## src/sv/rdr_pkg.sv

```systemverilog
// Shared types for the restoring divider with rounding.
// Holds the sequencer state encoding and the sequencer-to-datapath control bundle.
// No dependencies.
`timescale 1ns / 1ps

package rdr_pkg;

    // Sequencer states
    typedef enum logic [1:0] {
        ST_IDLE,
        ST_DIV,
        ST_ROUND,
        ST_HOLD
    } rdr_state_t;

    // Control strobes from sequencer to datapath and output register
    typedef struct packed {
        logic load;
        logic step;
        logic round;
        logic push;
    } rdr_ctrl_t;

endpackage

```

## src/sv/rdr_datapath.sv

```systemverilog
// Datapath of the restoring divider: operand, remainder and quotient registers
// around one shared subtract-and-compare unit. Depends on rdr_pkg.
`timescale 1ns / 1ps

module rdr_datapath #(
    parameter int DATA_WIDTH = 31
) (
    input  logic                  clk,
    input  rdr_pkg::rdr_ctrl_t    ctrl,
    input  logic [DATA_WIDTH-1:0] dividend,
    input  logic [DATA_WIDTH-1:0] divisor,
    input  logic                  round_mode,
    output logic [DATA_WIDTH-1:0] res_quotient,
    output logic                  res_dbz
);
    import rdr_pkg::*;

    logic [DATA_WIDTH-1:0] rem_reg, rem_next;
    logic [DATA_WIDTH-1:0] nq_reg, nq_next;
    logic [DATA_WIDTH-1:0] den_reg;
    logic                  rnd_reg;
    logic                  dbz_reg;

    logic                  shift_in;
    logic [DATA_WIDTH:0]   trial;
    logic [DATA_WIDTH+1:0] diff;
    logic                  fits;

    // Shared unit: shift remainder left, subtract divisor, borrow says no fit
    always_comb
    begin
        shift_in = ctrl.round ? 1'b0 : nq_reg[DATA_WIDTH-1];
        trial    = {rem_reg, shift_in};
        diff     = {1'b0, trial} - {2'b00, den_reg};
        fits     = ~diff[DATA_WIDTH+1];
    end

    // Next remainder and quotient for a division step or the rounding step
    always_comb
    begin
        rem_next = rem_reg;
        nq_next  = nq_reg;
        if (ctrl.step)
        begin
            rem_next = fits ? diff[DATA_WIDTH-1:0] : trial[DATA_WIDTH-1:0];
            nq_next  = {nq_reg[DATA_WIDTH-2:0], fits};
        end
        else if (ctrl.round && rnd_reg && fits)
        begin
            nq_next = nq_reg + {{(DATA_WIDTH-1){1'b0}}, 1'b1};
        end
    end

    // Load operands on accept, then advance one quotient bit per step
    always_ff @(posedge clk)
    begin
        if (ctrl.load)
        begin
            rem_reg <= '0;
            nq_reg  <= dividend;
            den_reg <= divisor;
            rnd_reg <= round_mode;
            dbz_reg <= (divisor == '0);
        end
        else
        begin
            rem_reg <= rem_next;
            nq_reg  <= nq_next;
        end
    end

    // Saturate on divide by zero
    assign res_quotient = dbz_reg ? '1 : nq_reg;
    assign res_dbz      = dbz_reg;

endmodule

```

## src/sv/rdr_seq.sv

```systemverilog
// Sequencer of the restoring divider: state machine and step counter that
// drive the shared datapath unit. Depends on rdr_pkg.
`timescale 1ns / 1ps

module rdr_seq #(
    parameter int DATA_WIDTH = 31
) (
    input  logic               clk,
    input  logic               rst_n,
    input  logic               in_valid,
    input  logic               zero_div,
    input  logic               out_busy,
    output logic               in_ready,
    output rdr_pkg::rdr_ctrl_t ctrl
);
    import rdr_pkg::*;

    localparam int CW = (DATA_WIDTH > 1) ? $clog2(DATA_WIDTH) : 1;

    rdr_state_t     state_reg, state_next;
    logic [CW-1:0]  cnt_reg, cnt_next;

    // State and step counter
    always_ff @(posedge clk or negedge rst_n)
    begin
        if (!rst_n)
        begin
            state_reg <= ST_IDLE;
            cnt_reg   <= '0;
        end
        else
        begin
            state_reg <= state_next;
            cnt_reg   <= cnt_next;
        end
    end

    // Next state and control strobes
    always_comb
    begin
        state_next = state_reg;
        cnt_next   = cnt_reg;
        in_ready   = 1'b0;
        ctrl       = '0;
        case (state_reg)
            ST_IDLE:
            begin
                in_ready = 1'b1;
                if (in_valid)
                begin
                    ctrl.load  = 1'b1;
                    cnt_next   = CW'(DATA_WIDTH - 1);
                    state_next = zero_div ? ST_HOLD : ST_DIV;
                end
            end
            ST_DIV:
            begin
                ctrl.step = 1'b1;
                if (cnt_reg == '0)
                    state_next = ST_ROUND;
                else
                    cnt_next = cnt_reg - CW'(1);
            end
            ST_ROUND:
            begin
                ctrl.round = 1'b1;
                state_next = ST_HOLD;
            end
            ST_HOLD:
            begin
                // Wait until the output register can take the item
                if (!out_busy)
                begin
                    ctrl.push  = 1'b1;
                    state_next = ST_IDLE;
                end
            end
            default:
            begin
                state_next = ST_IDLE;
            end
        endcase
    end

endmodule

```

## src/sv/restoring_divider_round.sv

```systemverilog
// Top level of the unsigned restoring divider with optional half-up rounding.
// Instantiates rdr_seq and rdr_datapath; uses rdr_pkg.
//
// Usage:
//   Input channel (in_valid/in_ready) carries dividend, divisor and round_mode.
//   Output channel (out_valid/out_ready) carries quotient and divide_by_zero.
//   One result item leaves for every input item, in order.
//   From accept to out_valid, a nonzero divisor passes through one division
//   state per quotient bit, one rounding state and the hold state, which waits
//   for and loads the output register; a zero divisor goes straight to the hold
//   state and gives all ones and divide_by_zero = 1. A new item is not accepted
//   until the sequencer is through with the last: the single subtract-and-compare
//   unit produces one quotient bit per cycle, and in_ready is high only while
//   the sequencer is idle.
//   The output register holds a finished item, so a new item is accepted
//   while the previous result waits; if the receiver still stalls when the
//   next result is done, the sequencer holds it and in_ready stays low.
//   Reset (rst_n low, asynchronous) empties the output register and returns
//   the sequencer to idle; no item is in flight afterwards.
`timescale 1ns / 1ps

module restoring_divider_round #(
    parameter int DATA_WIDTH = 31
) (
    input  logic                  clk,
    input  logic                  rst_n,
    input  logic                  in_valid,
    output logic                  in_ready,
    input  logic [DATA_WIDTH-1:0] dividend,
    input  logic [DATA_WIDTH-1:0] divisor,
    input  logic                  round_mode,
    output logic                  out_valid,
    input  logic                  out_ready,
    output logic [DATA_WIDTH-1:0] quotient,
    output logic                  divide_by_zero
);
    import rdr_pkg::*;

    rdr_ctrl_t              ctrl;
    logic                   out_busy;
    logic [DATA_WIDTH-1:0]  res_quotient;
    logic                   res_dbz;

    logic                   out_valid_reg;
    logic [DATA_WIDTH-1:0]  quotient_reg;
    logic                   dbz_reg;

    // Output register is busy while it holds an item not taken this cycle
    assign out_busy = out_valid_reg && !out_ready;

    rdr_seq #(
        .DATA_WIDTH (DATA_WIDTH)
    ) u_seq (
        .clk      (clk),
        .rst_n    (rst_n),
        .in_valid (in_valid),
        .zero_div (divisor == '0),
        .out_busy (out_busy),
        .in_ready (in_ready),
        .ctrl     (ctrl)
    );

    rdr_datapath #(
        .DATA_WIDTH (DATA_WIDTH)
    ) u_dp (
        .clk          (clk),
        .ctrl         (ctrl),
        .dividend     (dividend),
        .divisor      (divisor),
        .round_mode   (round_mode),
        .res_quotient (res_quotient),
        .res_dbz      (res_dbz)
    );

    // Output valid flag
    always_ff @(posedge clk or negedge rst_n)
    begin
        if (!rst_n)
            out_valid_reg <= 1'b0;
        else if (ctrl.push)
            out_valid_reg <= 1'b1;
        else if (out_ready)
            out_valid_reg <= 1'b0;
    end

    // Output payload
    always_ff @(posedge clk)
    begin
        if (ctrl.push)
        begin
            quotient_reg <= res_quotient;
            dbz_reg      <= res_dbz;
        end
    end

    assign out_valid      = out_valid_reg;
    assign quotient       = quotient_reg;
    assign divide_by_zero = dbz_reg;

endmodule

```

## config.mk

```make
export PLATFORM = sky130hd
export DESIGN_NAME = restoring_divider_round
export DESIGN_NICKNAME = d
export VERILOG_FILES = /design/src/sv/rdr_pkg.sv /design/src/sv/rdr_datapath.sv /design/src/sv/rdr_seq.sv /design/src/sv/restoring_divider_round.sv
export SDC_FILE = /design/constraint.sdc
export NUM_CORES = 1
export LEC_CHECK = 0
export BUFFER_PORTS_ARGS = -buffer_cell sky130_fd_sc_hd__buf_2
export CORE_MARGIN = 5
export CORE_UTILIZATION = 56
export DETAILED_ROUTE_END_ITERATION = 8
export PLACE_DENSITY = 0.77
export SLEW_MARGIN = 20
export SYNTH_ARGS = -nofsm -noshare
export SYNTH_HDL_FRONTEND = slang
export SYNTH_HIERARCHICAL = 1
export SYNTH_SLANG_ARGS = --single-unit
```

## constraint.sdc

```tcl
create_clock -name clk -period 5.5 [get_ports clk]
set_input_delay 0.55 -clock clk [delete_from_list [all_inputs] [get_ports clk]]
set_output_delay 0.55 -clock clk [all_outputs]
set_load 0.01 [all_outputs]
```

==> impl_metrics.csv <==
group,metric,value,unit
floorplan,die_h,132.0,um
drt,dr_total_vias,6819,
clocking,cts_root_buffer,"clkbuf_16",
setup_path,r2r_start,"u_seq/state_reg[0]",
yosys,synth_commonest_cells,"113 x nand2_1, 96 x edfxtp_1, 77 x nor2_1",
yosys,syn_area,0.008332,mm2
setup_path,cp_slowest_cell,"o31a_1",
floorplan,fp.dieW,132.0,um
yosys,yosysSeqAreaShare,44.45,%
setup_path,path_max_fanout,22,
floorplan,ios,101,
finish,n_antenna_cell,0,
drt,first_pass_iters,5,
setup_path,r2r-end,"u_dp/rem_reg[8]",
setup_path,path_class,"reg -> reg",
sta,fin_tns_setup,0,ns
sta,tightest_slew,0.9868,ns
setup_path,critPathArrivalTime,4.42,ns
finish,fillers,1181,
yosys,synthTopCellsByArea,"edfxtp_1 35%, dfxtp_1 7.4%, ha_1 5.7%, nand2_1 5.1%, a21oi_1 4.3%",
placement,place_congestion,0.9182,
sta,hold_viol,0,
clocking,cts_tree,"done",
setup_path,worstSetupEndpointType,"flip-flop",
sta,setup_violations,0,
placement,pre_cts_slack,1.432,ns
power_and_ir_drop,ir_worst_vdd,0.0003012,V
clocking,cts_buffers,17,
clocking,h-tree-depth,4,
sta,whs,0.3022,ns
setup_path,startpoint,"u_seq/state_reg[0]",
clocking,clockBufferDepth,2,
setup_path,cp_slowest_stage_delay,0.61,ns
yosys,synth_flop_cell,"edfxtp_1",
sta,fmax,244.4,MHz
power_and_ir_drop,p_total,6322,uW
sta,grt_setup_unrepaired,"no",
yosys,synth_nets,973,
finish,syn_to_final_growth,14.16,%
finish,drive_gt1_share,23.36,%
yosys,async_flop_share,5.926,%
finish,fin_util,65.20,%
placement,place_hpwl,13.20,mm
drt,viasPerCell,5.945,
global_routing,grt_pass1_wl,31.04,mm
run_status,outcome,"complete, no violations",
clocking,clk_pin_slew,0.06,ns
global_routing,grtUsageTotal,21.47,%
clocking,insertion_delay,0.42,ns
sta,maxSlewViolCount,0,
placement,numPortBuffers,100,
power_and_ir_drop,powerDensity,664.7,mW/mm2
drt,wl_per_cell,16.50,um
yosys,synth_cells,867,
sta,max_slew_margin,34.22,%
global_routing,grt_max_degree,90,
setup_path,endpoint,"u_dp/rem_reg[8]",
drt,route.detailed.drc,0,
setup_path,critPathTopFamily,"compound AO/OA/AOI/OAI gates",
worst_hold_path,hold_class,"in -> reg",
flow_run,maxCapViolations,0,
floorplan,core_area,0.01459,mm2
yosys,synth.distinct_cells,81,
setup_path,rr_worst_depth,14,
yosys,synth.most_common_cell,"nand2_1",
sta,period_share,74.38,%
setup_path,setup.worst_path.start_class,"flip-flop",
floorplan,start_util,57.11,%
yosys,synth_edf_count,96,
drt,drtIter0Drc,637,
clocking,clock-sinks,135,
setup_path,worstPathCellList,"inv_1 -> ha_1 -> nand2b_1 -> ha_1 -> fa_1 -> nand2b_1 -> a21oi_2 -> o21ai_2 -> o21ai_4 -> a31oi_4 -> o31a_1 -> buf_4 -> or3_1 -> a311oi_2",
setup_path,r2r_setup_slack,1.41,ns
floorplan,die_area,0.01742,mm2
global_routing,grt.overflow.total,0,
finish,nNetsFinal,1056,
setup_path,cp.depth,14,
yosys,yosysTopAreaCellShare,34.60,%
yosys,avgSynthCellArea,9.610,um2
yosys,yosys.area.top_type,"edfxtp_1",
power_and_ir_drop,p_leak,0.003790,uW
setup_path,required,5.83,ns
global_routing,grt_pass1_vias,6449,
setup_path,crit_buf_inv,2,
floorplan,num_rows,44,
yosys,yosysWarnings,6,
sta,layout_setup_ws,1.409,ns
global_routing,antenna_found_initial,0,
sta,clock_skew,0.007675,ns
yosys,synth_seq_cells,135,
drt,drt_wl_total,18.93,mm
sta,post-route-min-period,4.091,ns
drt,postRouteAntennaNets,0,
what timing repair did:
item | in CTS | in global routing
buffers inserted | 0 | 0
setup endpoints to repair | 0 | 0
hold buffers | 1 | 0
gates resized for setup | 0 | 0
hold endpoints to repair | 8 | 0
report_power, final:
group | switching, uW | total, uW | internal, uW
sequential | 370 | 2000 | 1630
combinational | 1840 | 3110 | 1270
clock | 447 | 1210 | 763
kinds of logic after synthesis:
family / share of synthesized area (%)
AOI/OAI and AO/OA: 21.13
DFF: 44.45
muxes: 1.907
and+or+nand+nor: 18.40
buffers and inverters: 5.436
xor gates and xnor gates: 2.733
adders and majority gates: 5.947
routing by layer:
metal  part of all wire [%]  GRT usage (%)  up-vias
met2                     47          34.87      237
met3                    5.9          4.237       28
met1                     45          28.80     3201
met4                    1.8          7.429        0
li1                       -              -     3353
met5                      0              0        -
metrics by stage:
| stage | cells | instance area, um2 |
|---|---|---|
| 4_1_cts | 1147 | 9512 |
| 3_3_place_gp | 1114 | 8875 |
| 6_report | 1147 | 9512 |
| 2_1_floorplan | 867 | 8332 |
| 3_5_place_dp | 1114 | 8875 |
| 5_1_grt | 1147 | 9512 |
cells in the final DEF, fill, tap and decap left out, types with 4 or more instances in the layout:
cell type / Yosys / layout
or2_2: 32 / 32
o31a_1: 4 / 4
nor4_1: 14 / 14
mux2i_1: 8 / 8
o21a_1: 9 / 9
a21o_1: 14 / 14
xor2_1: 7 / 7
a21oi_1: 72 / 72
a41oi_1: 5 / 5
edfxtp_1: 96 / 96
dfxtp_1: 31 / 31
mux2_2: 6 / 6
buf_2: 2 / 100
nand3_1: 14 / 14
nand2_1: 113 / 113
nor3_1: 11 / 11
or3_1: 4 / 4
buf_4: 3 / 7
bufinv_16: 0 / 4
ha_1: 38 / 37
inv_6: 0 / 4
o21ai_0: 38 / 38
a311oi_2: 18 / 18
xnor2_1: 19 / 19
a31oi_1: 6 / 6
and3_1: 7 / 7
o31ai_1: 19 / 19
nand4_1: 12 / 12
inv_1: 50 / 50
a311oi_1: 5 / 5
nand2b_1: 6 / 6
clkbuf_16: 0 / 17
dfrtp_1: 8 / 8
nor2_1: 77 / 77
o21ai_1: 6 / 6
a211oi_1: 5 / 5
how the worst min path moves through the flow:
stage | depth (start not counted) | slack [ns] | start | endpoint
after CTS | 1 | 0.29 | round_mode | u_dp/rnd_reg
final | 1 | 0.30 | round_mode | u_dp/rnd_reg
after global routing | 1 | 0.29 | round_mode | u_dp/rnd_reg
after global placement | 1 | 0.40 | rst_n | out_valid
after detailed placement | 1 | 0.40 | rst_n | u_seq/cnt_reg[1]
after floorplan | 0 | 0.25 | rst_n | out_valid
layout make-up:
cell class | instances | area [um2] | share of cell area, %
multi-input cells | 636 | 4193 | 44.08
flip-flops and latches | 135 | 3704 | 38.94
repair buffers | 108 | 563.0 | 5.919
clock buffers | 18 | 429.2 | 4.512
well taps | 184 | 230.2 | 2.420
clock inverters | 14 | 197.7 | 2.078
inverters | 52 | 195.2 | 2.052
(Power assumes the default switching activity.)
